**src/hw/rtl/lcdns_pkg.sv**
```systemverilog
`default_nettype none

package lcdns_pkg;

    // request codes
    localparam logic [2:0] FUNC_INIT   = 3'd0;
    localparam logic [2:0] FUNC_CMD    = 3'd1;
    localparam logic [2:0] FUNC_CHAR   = 3'd2;
    localparam logic [2:0] FUNC_POS    = 3'd3;
    localparam logic [2:0] FUNC_CLEAR  = 3'd4;
    localparam logic [2:0] FUNC_NUMBER = 3'd5;

    localparam logic [7:0] ROW0_BASE  = 8'h80;
    localparam logic [7:0] ROW1_BASE  = 8'hC0;
    localparam logic [7:0] CLEAR_CMD  = 8'h01;
    localparam logic [7:0] ASCII_ZERO = 8'd48;

    localparam int unsigned INIT_LEN = 6;

    // pin-state steps of one byte
    localparam logic [2:0] STEP_HI_SET  = 3'd0;
    localparam logic [2:0] STEP_HI_EN   = 3'd1;
    localparam logic [2:0] STEP_HI_DROP = 3'd2;
    localparam logic [2:0] STEP_LO_SET  = 3'd3;
    localparam logic [2:0] STEP_LO_EN   = 3'd4;
    localparam logic [2:0] STEP_LO_DROP = 3'd5;

    localparam logic [2:0] HOLD_CMD_FIRST  = 3'd0;
    localparam logic [2:0] HOLD_CHAR_FIRST = 3'd4;
    localparam logic [2:0] HOLD_NORMAL     = 3'd2;

    // x / 10 == (x * 52429) >> 19 for every 16-bit x
    localparam logic [31:0] DIV10_MUL   = 32'd52429;
    localparam int unsigned DIV10_SHIFT = 19;

    localparam int unsigned FIFO_DEPTH = 2;
    localparam int unsigned FIFO_PTR_W = $clog2(FIFO_DEPTH);
    localparam int unsigned FIFO_CNT_W = $clog2(FIFO_DEPTH + 1);

    typedef struct packed {
        logic [7:0] value;
        logic       rs;
        logic       last;
    } t_byte_item;

    function automatic logic [7:0] init_byte(input logic [2:0] idx);
        logic [7:0] b;
        case (idx)
            3'd0:    b = 8'h33;
            3'd1:    b = 8'h32;
            3'd2:    b = 8'h28;
            3'd3:    b = 8'h0C;
            3'd4:    b = 8'h01;
            3'd5:    b = 8'h06;
            default: b = 8'h00;
        endcase
        return b;
    endfunction

endpackage

`default_nettype wire

```
**src/hw/rtl/char_lcd_nibble_sequencer_core.sv**
```systemverilog
`default_nettype none

// channel    dir  handshake           payload
// request    in   i_valid / o_stall   i_func i_byte_value i_row i_col i_number
// pin state  out  o_valid / i_stall   o_rs o_rw o_enable o_data_nibble o_hold_units o_last
//
// Each byte leaves as six pin states, one per cycle when the sink does not stall.
// Init and commands: front pushes one byte per cycle while the FIFO has room; a number first
// runs the divide-by-ten step once per digit (1 to min(5, NUM_DIGITS) digits) before pushing.
// Init sends six bytes; a number sends one byte per digit. The output rate is set by
// the back end's six-step byte sequencer. o_stall is high while the front is busy.
// Synchronous active-low reset clears control; the digit store is written before use.
module char_lcd_nibble_sequencer_core #(
    parameter int unsigned NUM_DIGITS = 5
) (
    input  wire         i_clk,
    input  wire         i_rst_n,
    input  wire         i_valid,
    output logic        o_stall,
    input  wire  [2:0]  i_func,
    input  wire  [7:0]  i_byte_value,
    input  wire         i_row,
    input  wire  [5:0]  i_col,
    input  wire  [15:0] i_number,
    output logic        o_valid,
    input  wire         i_stall,
    output logic        o_rs,
    output logic        o_rw,
    output logic        o_enable,
    output logic [3:0]  o_data_nibble,
    output logic [2:0]  o_hold_units,
    output logic        o_last
);
    import lcdns_pkg::*;

    logic       w_push;
    logic       w_full;
    logic       w_pop;
    logic       w_empty;
    t_byte_item w_item;
    t_byte_item w_head;

    lcdns_front #(
        .NUM_DIGITS (NUM_DIGITS)
    ) u_front (
        .i_clk        (i_clk),
        .i_rst_n      (i_rst_n),
        .i_valid      (i_valid),
        .o_stall      (o_stall),
        .i_func       (i_func),
        .i_byte_value (i_byte_value),
        .i_row        (i_row),
        .i_col        (i_col),
        .i_number     (i_number),
        .o_push       (w_push),
        .o_item       (w_item),
        .i_full       (w_full)
    );

    lcdns_fifo u_fifo (
        .i_clk   (i_clk),
        .i_rst_n (i_rst_n),
        .i_push  (w_push),
        .i_item  (w_item),
        .o_full  (w_full),
        .i_pop   (w_pop),
        .o_empty (w_empty),
        .o_head  (w_head)
    );

    lcdns_back u_back (
        .i_clk         (i_clk),
        .i_rst_n       (i_rst_n),
        .i_empty       (w_empty),
        .i_head        (w_head),
        .o_pop         (w_pop),
        .o_valid       (o_valid),
        .i_stall       (i_stall),
        .o_rs          (o_rs),
        .o_rw          (o_rw),
        .o_enable      (o_enable),
        .o_data_nibble (o_data_nibble),
        .o_hold_units  (o_hold_units),
        .o_last        (o_last)
    );

endmodule

`default_nettype wire

```
**src/hw/rtl/lcdns_front.sv**
```systemverilog
`default_nettype none

module lcdns_front #(
    parameter int unsigned NUM_DIGITS = 5
) (
    input  wire                     i_clk,
    input  wire                     i_rst_n,
    input  wire                     i_valid,
    output logic                    o_stall,
    input  wire  [2:0]              i_func,
    input  wire  [7:0]              i_byte_value,
    input  wire                     i_row,
    input  wire  [5:0]              i_col,
    input  wire  [15:0]             i_number,
    output logic                    o_push,
    output lcdns_pkg::t_byte_item   o_item,
    input  wire                     i_full
);
    import lcdns_pkg::*;

    localparam int unsigned IW = (NUM_DIGITS > 1) ? $clog2(NUM_DIGITS) : 1;
    localparam int unsigned CW = $clog2(NUM_DIGITS + 1);

    localparam logic [2:0] S_IDLE = 3'd0;
    localparam logic [2:0] S_ONE  = 3'd1;
    localparam logic [2:0] S_INIT = 3'd2;
    localparam logic [2:0] S_DIV  = 3'd3;
    localparam logic [2:0] S_DIG  = 3'd4;

    logic [2:0]    r_state, n_state;
    logic [7:0]    r_byte,  n_byte;
    logic          r_rs,    n_rs;
    logic [2:0]    r_idx,   n_idx;
    logic [15:0]   r_num,   n_num;
    logic [CW-1:0] r_n,     n_n;
    logic [3:0]    r_digits [NUM_DIGITS];

    logic [31:0]   w_prod;
    logic [15:0]   w_quot;
    logic [15:0]   w_rem;
    logic [CW-1:0] w_prev;
    logic          w_adv;

    assign w_prod = {16'd0, r_num} * DIV10_MUL;
    assign w_quot = {3'd0, w_prod[DIV10_SHIFT+12:DIV10_SHIFT]};
    assign w_rem  = r_num - ((w_quot << 3) + (w_quot << 1));
    assign w_prev = r_n - CW'(1);
    assign w_adv  = o_push && !i_full;
    assign o_stall = (r_state != S_IDLE);

    always_comb begin
        o_push = 1'b0;
        o_item = '{value: r_byte, rs: r_rs, last: 1'b1};
        unique case (r_state)
            S_IDLE: ;
            S_ONE:  o_push = 1'b1;
            S_INIT: begin
                o_push = 1'b1;
                o_item = '{value: init_byte(r_idx), rs: 1'b0,
                           last: (r_idx == 3'(INIT_LEN - 1))};
            end
            S_DIV:  ;
            S_DIG: begin
                o_push = 1'b1;
                o_item = '{value: ASCII_ZERO + {4'd0, r_digits[w_prev[IW-1:0]]},
                           rs: 1'b1, last: (r_n == CW'(1))};
            end
            default: ;
        endcase
    end

    always_comb begin
        n_state = r_state;
        n_byte  = r_byte;
        n_rs    = r_rs;
        n_idx   = r_idx;
        n_num   = r_num;
        n_n     = r_n;
        unique case (r_state)
            S_IDLE: begin
                if (i_valid) begin
                    n_idx = 3'd0;
                    n_n   = '0;
                    n_num = i_number;
                    n_rs  = 1'b0;
                    unique case (i_func)
                        FUNC_INIT:   n_state = S_INIT;
                        FUNC_CMD: begin
                            n_byte  = i_byte_value;
                            n_state = S_ONE;
                        end
                        FUNC_CHAR: begin
                            n_byte  = i_byte_value;
                            n_rs    = 1'b1;
                            n_state = S_ONE;
                        end
                        FUNC_POS: begin
                            n_byte  = (i_row ? ROW1_BASE : ROW0_BASE) + {2'd0, i_col};
                            n_state = S_ONE;
                        end
                        FUNC_CLEAR: begin
                            n_byte  = CLEAR_CMD;
                            n_state = S_ONE;
                        end
                        FUNC_NUMBER: n_state = S_DIV;
                        default: ;  // unused codes are swallowed
                    endcase
                end
            end
            S_ONE: begin
                if (w_adv) n_state = S_IDLE;
            end
            S_INIT: begin
                if (w_adv) begin
                    n_idx = r_idx + 3'd1;
                    if (r_idx == 3'(INIT_LEN - 1)) n_state = S_IDLE;
                end
            end
            S_DIV: begin
                n_num = w_quot;
                n_n   = r_n + CW'(1);
                if (w_quot == 16'd0 || r_n == CW'(NUM_DIGITS - 1)) n_state = S_DIG;
            end
            S_DIG: begin
                if (w_adv) begin
                    n_n = w_prev;
                    if (r_n == CW'(1)) n_state = S_IDLE;
                end
            end
            default: n_state = S_IDLE;
        endcase
    end

    always_ff @(posedge i_clk) begin
        if (!i_rst_n) begin
            r_state <= S_IDLE;
            r_idx   <= 3'd0;
            r_n     <= '0;
        end else begin
            r_state <= n_state;
            r_idx   <= n_idx;
            r_n     <= n_n;
        end
        r_byte <= n_byte;
        r_rs   <= n_rs;
        r_num  <= n_num;
    end

    // digits land least significant first
    always_ff @(posedge i_clk) begin
        if (r_state == S_DIV) r_digits[r_n[IW-1:0]] <= w_rem[3:0];
    end

endmodule

`default_nettype wire

```
**src/hw/rtl/lcdns_fifo.sv**
```systemverilog
`default_nettype none

module lcdns_fifo (
    input  wire                     i_clk,
    input  wire                     i_rst_n,
    input  wire                     i_push,
    input  lcdns_pkg::t_byte_item   i_item,
    output logic                    o_full,
    input  wire                     i_pop,
    output logic                    o_empty,
    output lcdns_pkg::t_byte_item   o_head
);
    import lcdns_pkg::*;

    t_byte_item            r_mem [FIFO_DEPTH];
    logic [FIFO_PTR_W-1:0] r_wr;
    logic [FIFO_PTR_W-1:0] r_rd;
    logic [FIFO_CNT_W-1:0] r_cnt;
    logic                  w_do_push;
    logic                  w_do_pop;

    assign o_full    = (r_cnt == FIFO_CNT_W'(FIFO_DEPTH));
    assign o_empty   = (r_cnt == '0);
    assign o_head    = r_mem[r_rd];
    assign w_do_push = i_push && !o_full;
    assign w_do_pop  = i_pop && !o_empty;

    always_ff @(posedge i_clk) begin
        if (!i_rst_n) begin
            r_wr  <= '0;
            r_rd  <= '0;
            r_cnt <= '0;
        end else begin
            if (w_do_push) r_wr <= r_wr + FIFO_PTR_W'(1);
            if (w_do_pop)  r_rd <= r_rd + FIFO_PTR_W'(1);
            if (w_do_push && !w_do_pop)      r_cnt <= r_cnt + FIFO_CNT_W'(1);
            else if (w_do_pop && !w_do_push) r_cnt <= r_cnt - FIFO_CNT_W'(1);
        end
        if (w_do_push) r_mem[r_wr] <= i_item;
    end

endmodule

`default_nettype wire

```
**src/hw/rtl/lcdns_back.sv**
```systemverilog
`default_nettype none

module lcdns_back (
    input  wire                     i_clk,
    input  wire                     i_rst_n,
    input  wire                     i_empty,
    input  lcdns_pkg::t_byte_item   i_head,
    output logic                    o_pop,
    output logic                    o_valid,
    input  wire                     i_stall,
    output logic                    o_rs,
    output logic                    o_rw,
    output logic                    o_enable,
    output logic [3:0]              o_data_nibble,
    output logic [2:0]              o_hold_units,
    output logic                    o_last
);
    import lcdns_pkg::*;

    logic [2:0] r_step;
    logic       r_valid;
    logic       r_rs;
    logic       r_en;
    logic [3:0] r_nib;
    logic [2:0] r_hold;
    logic       r_last;
    logic       w_load;
    logic       w_en;
    logic [3:0] w_nib;
    logic [2:0] w_hold;

    assign w_load = !r_valid || !i_stall;
    assign o_pop  = w_load && !i_empty && (r_step == STEP_LO_DROP);

    always_comb begin
        w_en   = (r_step == STEP_HI_EN) || (r_step == STEP_LO_EN);
        w_nib  = (r_step < STEP_LO_SET) ? i_head.value[7:4] : i_head.value[3:0];
        w_hold = HOLD_NORMAL;
        if (r_step == STEP_HI_SET) w_hold = i_head.rs ? HOLD_CHAR_FIRST : HOLD_CMD_FIRST;
    end

    always_ff @(posedge i_clk) begin
        if (!i_rst_n) begin
            r_valid <= 1'b0;
            r_step  <= STEP_HI_SET;
        end else if (w_load) begin
            r_valid <= !i_empty;
            if (!i_empty) r_step <= (r_step == STEP_LO_DROP) ? STEP_HI_SET : r_step + 3'd1;
        end
        if (w_load && !i_empty) begin
            r_rs   <= i_head.rs;
            r_en   <= w_en;
            r_nib  <= w_nib;
            r_hold <= w_hold;
            r_last <= i_head.last && (r_step == STEP_LO_DROP);
        end
    end

    assign o_valid       = r_valid;
    assign o_rs          = r_rs;
    assign o_rw          = 1'b0;
    assign o_enable      = r_en;
    assign o_data_nibble = r_nib;
    assign o_hold_units  = r_hold;
    assign o_last        = r_last;

endmodule

`default_nettype wire

```
**config.mk**
```make
export PLATFORM = sky130hd
export DESIGN_NAME = char_lcd_nibble_sequencer_core
export DESIGN_NICKNAME = d
export VERILOG_FILES = /design/src/hw/rtl/lcdns_pkg.sv /design/src/hw/rtl/char_lcd_nibble_sequencer_core.sv /design/src/hw/rtl/lcdns_front.sv /design/src/hw/rtl/lcdns_fifo.sv /design/src/hw/rtl/lcdns_back.sv
export SDC_FILE = /design/constraint.sdc
export NUM_CORES = 1
export LEC_CHECK = 0
export CORE_MARGIN = 5
export CORE_UTILIZATION = 53
export DETAILED_ROUTE_END_ITERATION = 7
export DONT_BUFFER_PORTS = 1
export PLACE_DENSITY = 0.71
export SYNTH_ARGS = -nofsm -noshare
export SYNTH_HDL_FRONTEND = slang
export SYNTH_SLANG_ARGS = --single-unit
```
**constraint.sdc**
```tcl
create_clock -name i_clk -period 15.9 [get_ports i_clk]
set_clock_uncertainty 0.2 [all_clocks]
set_input_delay 3.975 -clock i_clk [delete_from_list [all_inputs] [get_ports i_clk]]
set_output_delay 3.975 -clock i_clk [all_outputs]
set_load 0.05 [all_outputs]
```
**Word-level counts from Yosys, hierarchy flattened**

Memory sizes are Yosys's and may differ from the RTL's. A register that Yosys moved wholly into a read port is not among the register bits.
Cells that the tools add are included.

- Bits in registers: 52
- RAM bits: 40
- Word-level logic and storage cells: 132
- Memories: 2

Memories:

| memory | words | width | read ports | clocked after memory_dff | write ports | RTL line | source |
|---|---|---|---|---|---|---|---|
| u_fifo.r_mem | 2 | 10 | 1 | 1 | 1 | lcdns_fifo.sv:15 | `t_byte_item r_mem [FIFO_DEPTH];` |
| u_front.r_digits | 5 | 4 | 1 | 0 | 1 | lcdns_front.sv:36 | `logic [3:0] r_digits [NUM_DIGITS];` |

- Add/sub/neg operators: 12
- Multiply operators: 1
- $lt $le $gt $ge: 1
- Equal/unequal tests: 28
- Mux-type cells: 33
- Bitwise gates (word level): 1
- Reductions and logical operators: 38

Operator list:

| kind | number |
|---|---|
| $mux 3 | 12 |
| $pmux 6 s6 | 1 |
| $mul 16x16->32 const B | 1 |
| $pmux 16 s2 | 1 |
| $eq 3x3->1 const B | 8 |
| $pmux 8 s3 | 1 |
| $pmux 10 s2 | 1 |
| $eq 3x2->1 const B | 6 |
| $pmux 3 s3 | 2 |
| $logic_not 16->1 | 1 |
| $mux 16 | 1 |
| $eq 3x1->1 const B | 5 |
| $pmux 3 s5 | 1 |
| $logic_not 3->1 | 4 |
| $ne 2x1->1 const B | 6 |
| $add 3x1->3 const B | 3 |
| $reduce_and 3->1 | 3 |
| $reduce_bool 3->1 | 3 |
| $add 8x6->8 | 1 |
| $mux 1 | 8 |
| $reduce_and 8->1 | 1 |
| $add 6x4->7 const A | 1 |
| $logic_and 1x1->1 | 7 |
| $mux 7 | 1 |
| other kinds (22) | 35 |

**Longest topological paths before layout**

- Word-level depth: 8
- Gate-level depth with buffers: 24

**Cells and area by module**

A second synthesis with hierarchy kept.

- Cell total of the unflattened synthesis: 900
- Area, all modules: 9267.6 um2

Modules (own cells, without submodules):

| module | times used | cells an instance | area each (um2) |
|---|---|---|---|
| lcdns_front | 1 | 801 | 7727.4 |
| lcdns_fifo | 1 | 57 | 945.9 |
| lcdns_back | 1 | 42 | 594.3 |

**Worst setup path before layout**

OpenSTA, ideal clock, no wires.

- Path kind: reg2reg
- From: register u_front.r_num[3]
- To: register u_front.r_state[1]
- Arrival: 5.713 ns
- Required time: 15.628 ns
- Path slack: 9.915 ns
- Cell stages (with the launch flop): 22
- Period minus slack after synthesis: 5.985 ns
- Cells stage by stage: edfxtp_1 > ha_1 > inv_1 > fa_1 > inv_1 > fa_1 > fa_1 > fa_1 > inv_1 > fa_1 > inv_1 > ha_1 > nand3_1 > nor2_1 > and3_2 > a211oi_2 > o31a_2 > nor2_2 > nor4_2 > nand3_1 > o31ai_2 > mux2i_1

- Cells in the longest elaborated chain, start to end: 5

Ends and longest elaborated chain:

| element | RTL line | source |
|---|---|---|
| start: declaration | lcdns_front.sv:34 | `logic [15:0] r_num, n_num;` |
| start signal: assignment | lcdns_front.sv:146 | `r_num <= n_num;` |
| $mul 16x16->32 | lcdns_front.sv:44 | `assign w_prod = {16'd0, r_num} * DIV10_MUL;` |
| $logic_not 16->1 | lcdns_front.sv:122 | `if (w_quot == 16'd0 \|\| r_n == CW'(NUM_DIGITS - 1)) n_state = S_DIG;` |
| $logic_or 1x1->1 | lcdns_front.sv:122 |  |
| $ne 2x1->1 (no line) | - |  |
| $reduce_and 8->1 (no line) | - |  |
| end signal: assignment | lcdns_front.sv:140 | `r_state <= n_state;` |
| end: declaration | lcdns_front.sv:30 | `logic [2:0] r_state, n_state;` |

No other way between the ends.
A chain may end at the register's enable or synchronous reset.

**Worst setup path after layout**

Ends and elaborated chain as after synthesis.

==> flow_summary_export.csv <==
group,metric,value,unit
outcome,status,"finished clean",
floorplanning,die_area,19700,um2
final_layout,syn_to_final_growth,5.30,%
synth,syn-mean-instance-area,10.3,um2
synth,yosys_warnings,0,
final_layout,nets,1131,
synth,synthArstFlopShare,0,%
global_routing,antenna_found_initial,0,
clock_tree,cts_setup_buffers,0,
timing,final-hold-violation-count,0,
placed_design,gp_congestion,0.957,
timing,min_period_over_period,43.0,%
floorplanning,core_area,16600,um2
synth,synth_cells,879,
floorplanning,rows,47,
floorplanning,die_height,140,um
global_routing,grt_max_degree,35,
clock_tree,clk_path_buf_depth,2,
placed_design,dpl.cell_count,1079,
setup_path,startpoint_type,"flop",
drt,routed_wl,19400,um
timing,setup_ws,9.06,ns
clock_tree,worstSkewPairLatency,0.35,ns
synth,synth_area_leaders,"edfxtp_1 25%, ha_1 20%, fa_1 18%, inv_1 7.7%, dfxtp_1 4.0%",
clock_tree,cts_hold_buffers,0,
synth,synth.distinct_cells,64,
clock_tree,cts_root_buf,"clkbuf_16",
clock_tree,cts.sinks,92,
global_routing,track_usage,20.3,%
drt,vias,6081,
setup_path,worst-setup-path-type,"reg -> reg",
setup_path,crit_path_max_fanout,7,
clock_tree,clkSlewWorstSetupHoldPaths,0.07,ns
global_routing,grt_pass1_wl,31600,um
clock_tree,ctsResizeCount,0,
timing,post-route-min-period,6.84,ns
synth,synth_seq_cells,92,
final_layout,n_antenna_cell,0,
clock_tree,cts_made_buffers,9,
drt,first_pass_iters,4,
setup_path,cp.required,15.98,ns
clock_tree,htreeDepth,3,
drt,wl_per_cell,17.7,um
synth,synth_top_cell_area_share,24.6,%
final_layout,layout.cells.non_filler,1095,
timing,max-slew-margin-rel,26.9,%
global_routing,grt-ovfl-total,0,
clock_tree,cts_tree,"yes",
global_routing,grt_pass1_vias,6087,
drt,viasPerCell,5.55,
timing,worstMarginPinSlew,1.10,ns
drt,antenna_left,0,
drt,drc,0,
floorplanning,die_x,140,um
setup_path,cp-end-kind,"flop",
final_layout,drive_gt1_share,4.46,%
synth,yosys.area.top_type,"edfxtp_1",
placed_design,hpwl,16400,um
setup_path,cp.arrival,6.93,ns
placed_design,port_buffers,0,
job,drv_cap,0,
timing,drv_slew,0,
drt,drt_iter0_markers,411,
timing,setup_viol,0,
floorplanning,start_util,54.2,%
timing,tns,0,ns
timing,rsz0062_at_grt,"false",
synth,yosysSeqAreaShare,28.6,%
timing,fmax,146,MHz
floorplanning,ios,51,
placed_design,dp_slack,9.11,ns
synth,synth_flop_cell,"edfxtp_1",
min_path,worstHoldPathType,"reg -> reg",
synth,syn_area,9020,um2
synth,synth_edf_count,74,
-- critical path, cell delays in order, from the launching register on --
cell,delay (ns)
edfxtp_1,0.51
ha_1,0.40
inv_1,0.08
fa_1,0.54
inv_1,0.06
fa_1,0.52
fa_1,0.53
fa_1,0.55
inv_1,0.06
fa_1,0.53
inv_1,0.04
ha_1,0.39
nand4_1,0.15
nor3_1,0.38
o2111ai_1,0.17
o22a_1,0.18
o211ai_1,0.29
o21ai_0,0.22
and4bb_2,0.37
nand3_1,0.13
o31ai_2,0.31
mux2i_1,0.20
-- state kept, by name, summed over array words and instances (netlist names), named ones only --
| signal | cells |
|---|---|
| u_front.r_rs | 1 |
| u_front.r_num | 16 |
| u_front.r_n | 3 |
| u_front.r_state | 3 |
| u_front.r_idx | 3 |
| u_back.o_valid | 1 |
| u_back.o_enable | 1 |
| u_back.r_step | 3 |
| u_back.o_hold_units | 2 |
| u_front.r_digits | 20 |
| u_fifo.r_mem | 20 |
| u_front.r_byte | 8 |
| u_fifo.r_rd | 1 |
| u_fifo.r_wr | 1 |
| u_back.o_data_nibble | 4 |
| u_back.o_rs | 1 |
| u_fifo.r_cnt | 2 |
| u_back.o_last | 1 |
-- worst paths after layout --
kind                            cells past startpoint        startpoint            endpoint  slack, ns
worst min register to register                      2       u_fifo.r_rd         u_fifo.r_rd       0.30
worst min-delay path                                2       u_fifo.r_rd         u_fifo.r_rd       0.30
worst max-delay path                               21  u_front.r_num[3]  u_front.r_state[1]       9.06
worst max register to register                     21  u_front.r_num[3]  u_front.r_state[1]       9.06
-- per-stage QoR --
stage / hold slack [ns] / cell area [um2] / util [%]
after CTS: 0.309 / 9500 / 57.1
after global placement: 0.284 / 9200 / 55.3
after detailed placement: 0.290 / 9200 / 55.3
final: 0.305 / 9500 / 57.1
after floorplan: 0.272 / 9030 / -
after global routing: 0.329 / 9500 / 57.1
-- Yosys cell counts, types with 9 or more instances --
cell and n:
a21oi_1 45, clkbuf_1 15, dfxtp_1 18, edfxtp_1 74, fa_1 80, ha_1 143
inv_1 184, nand2_1 57, nor2_1 37, nor3_1 10, o21ai_0 35, o22ai_1 9
xnor2_1 16, xor2_1 11
-- cells by family (layout without fill, tap and decap cells) --
family | count (synthesis) | in the layout | share of synthesized area, %
buf+inv | 205 | 200 | 8.84
flops | 92 | 92 | 28.6
fa+ha+maj | 223 | 223 | 37.6
mux | 16 | 16 | 2.91
simple gates | 165 | 165 | 8.89
compound gates | 150 | 150 | 10.5
other cells | 1 | 2 | 0.0416
xor+xnor | 27 | 27 | 2.62
-- layout by cell type (no fill, tap or decap), types with 7 or more instances in the layout --
cell type  instances
xnor2_1           16
nand2_1           57
nand3_1            8
a21oi_1           45
o21a_1             8
o211ai_1           7
nor3_1            10
nand4_1            8
nor2b_1            7
xor2_1            11
clkbuf_16          9
inv_1            184
nor2_1            37
a21o_1             8
fa_1              80
edfxtp_1          74
ha_1             143
mux4_2             8
dfxtp_1           18
o21ai_0           35
o22ai_1            9
-- routing by layer --
| metal | vias to the layer above | share of wire [%] | track usage (%) |
|---|---|---|---|
| met1 | 2943 | 45 | 28.4 |
| met5 | - | 0 | 0 |
| met3 | 21 | 5.2 | 4.02 |
| met4 | 0 | 1.8 | 5.05 |
| li1 | 2963 | - | - |
| met2 | 154 | 48 | 32.9 |
-- final cells by class --
type	instances	area, um2
Clock inverter	7	81.3
Fill cell	1408	7140
Sequential cell	92	2580
Multi-Input combinational cell	583	5650
Clock buffer	9	225
Inverter	184	691
Tap cell	220	275
Power is not shown: default switching activity piles up to over one toggle a cycle in this logic, so the estimate is an artifact.
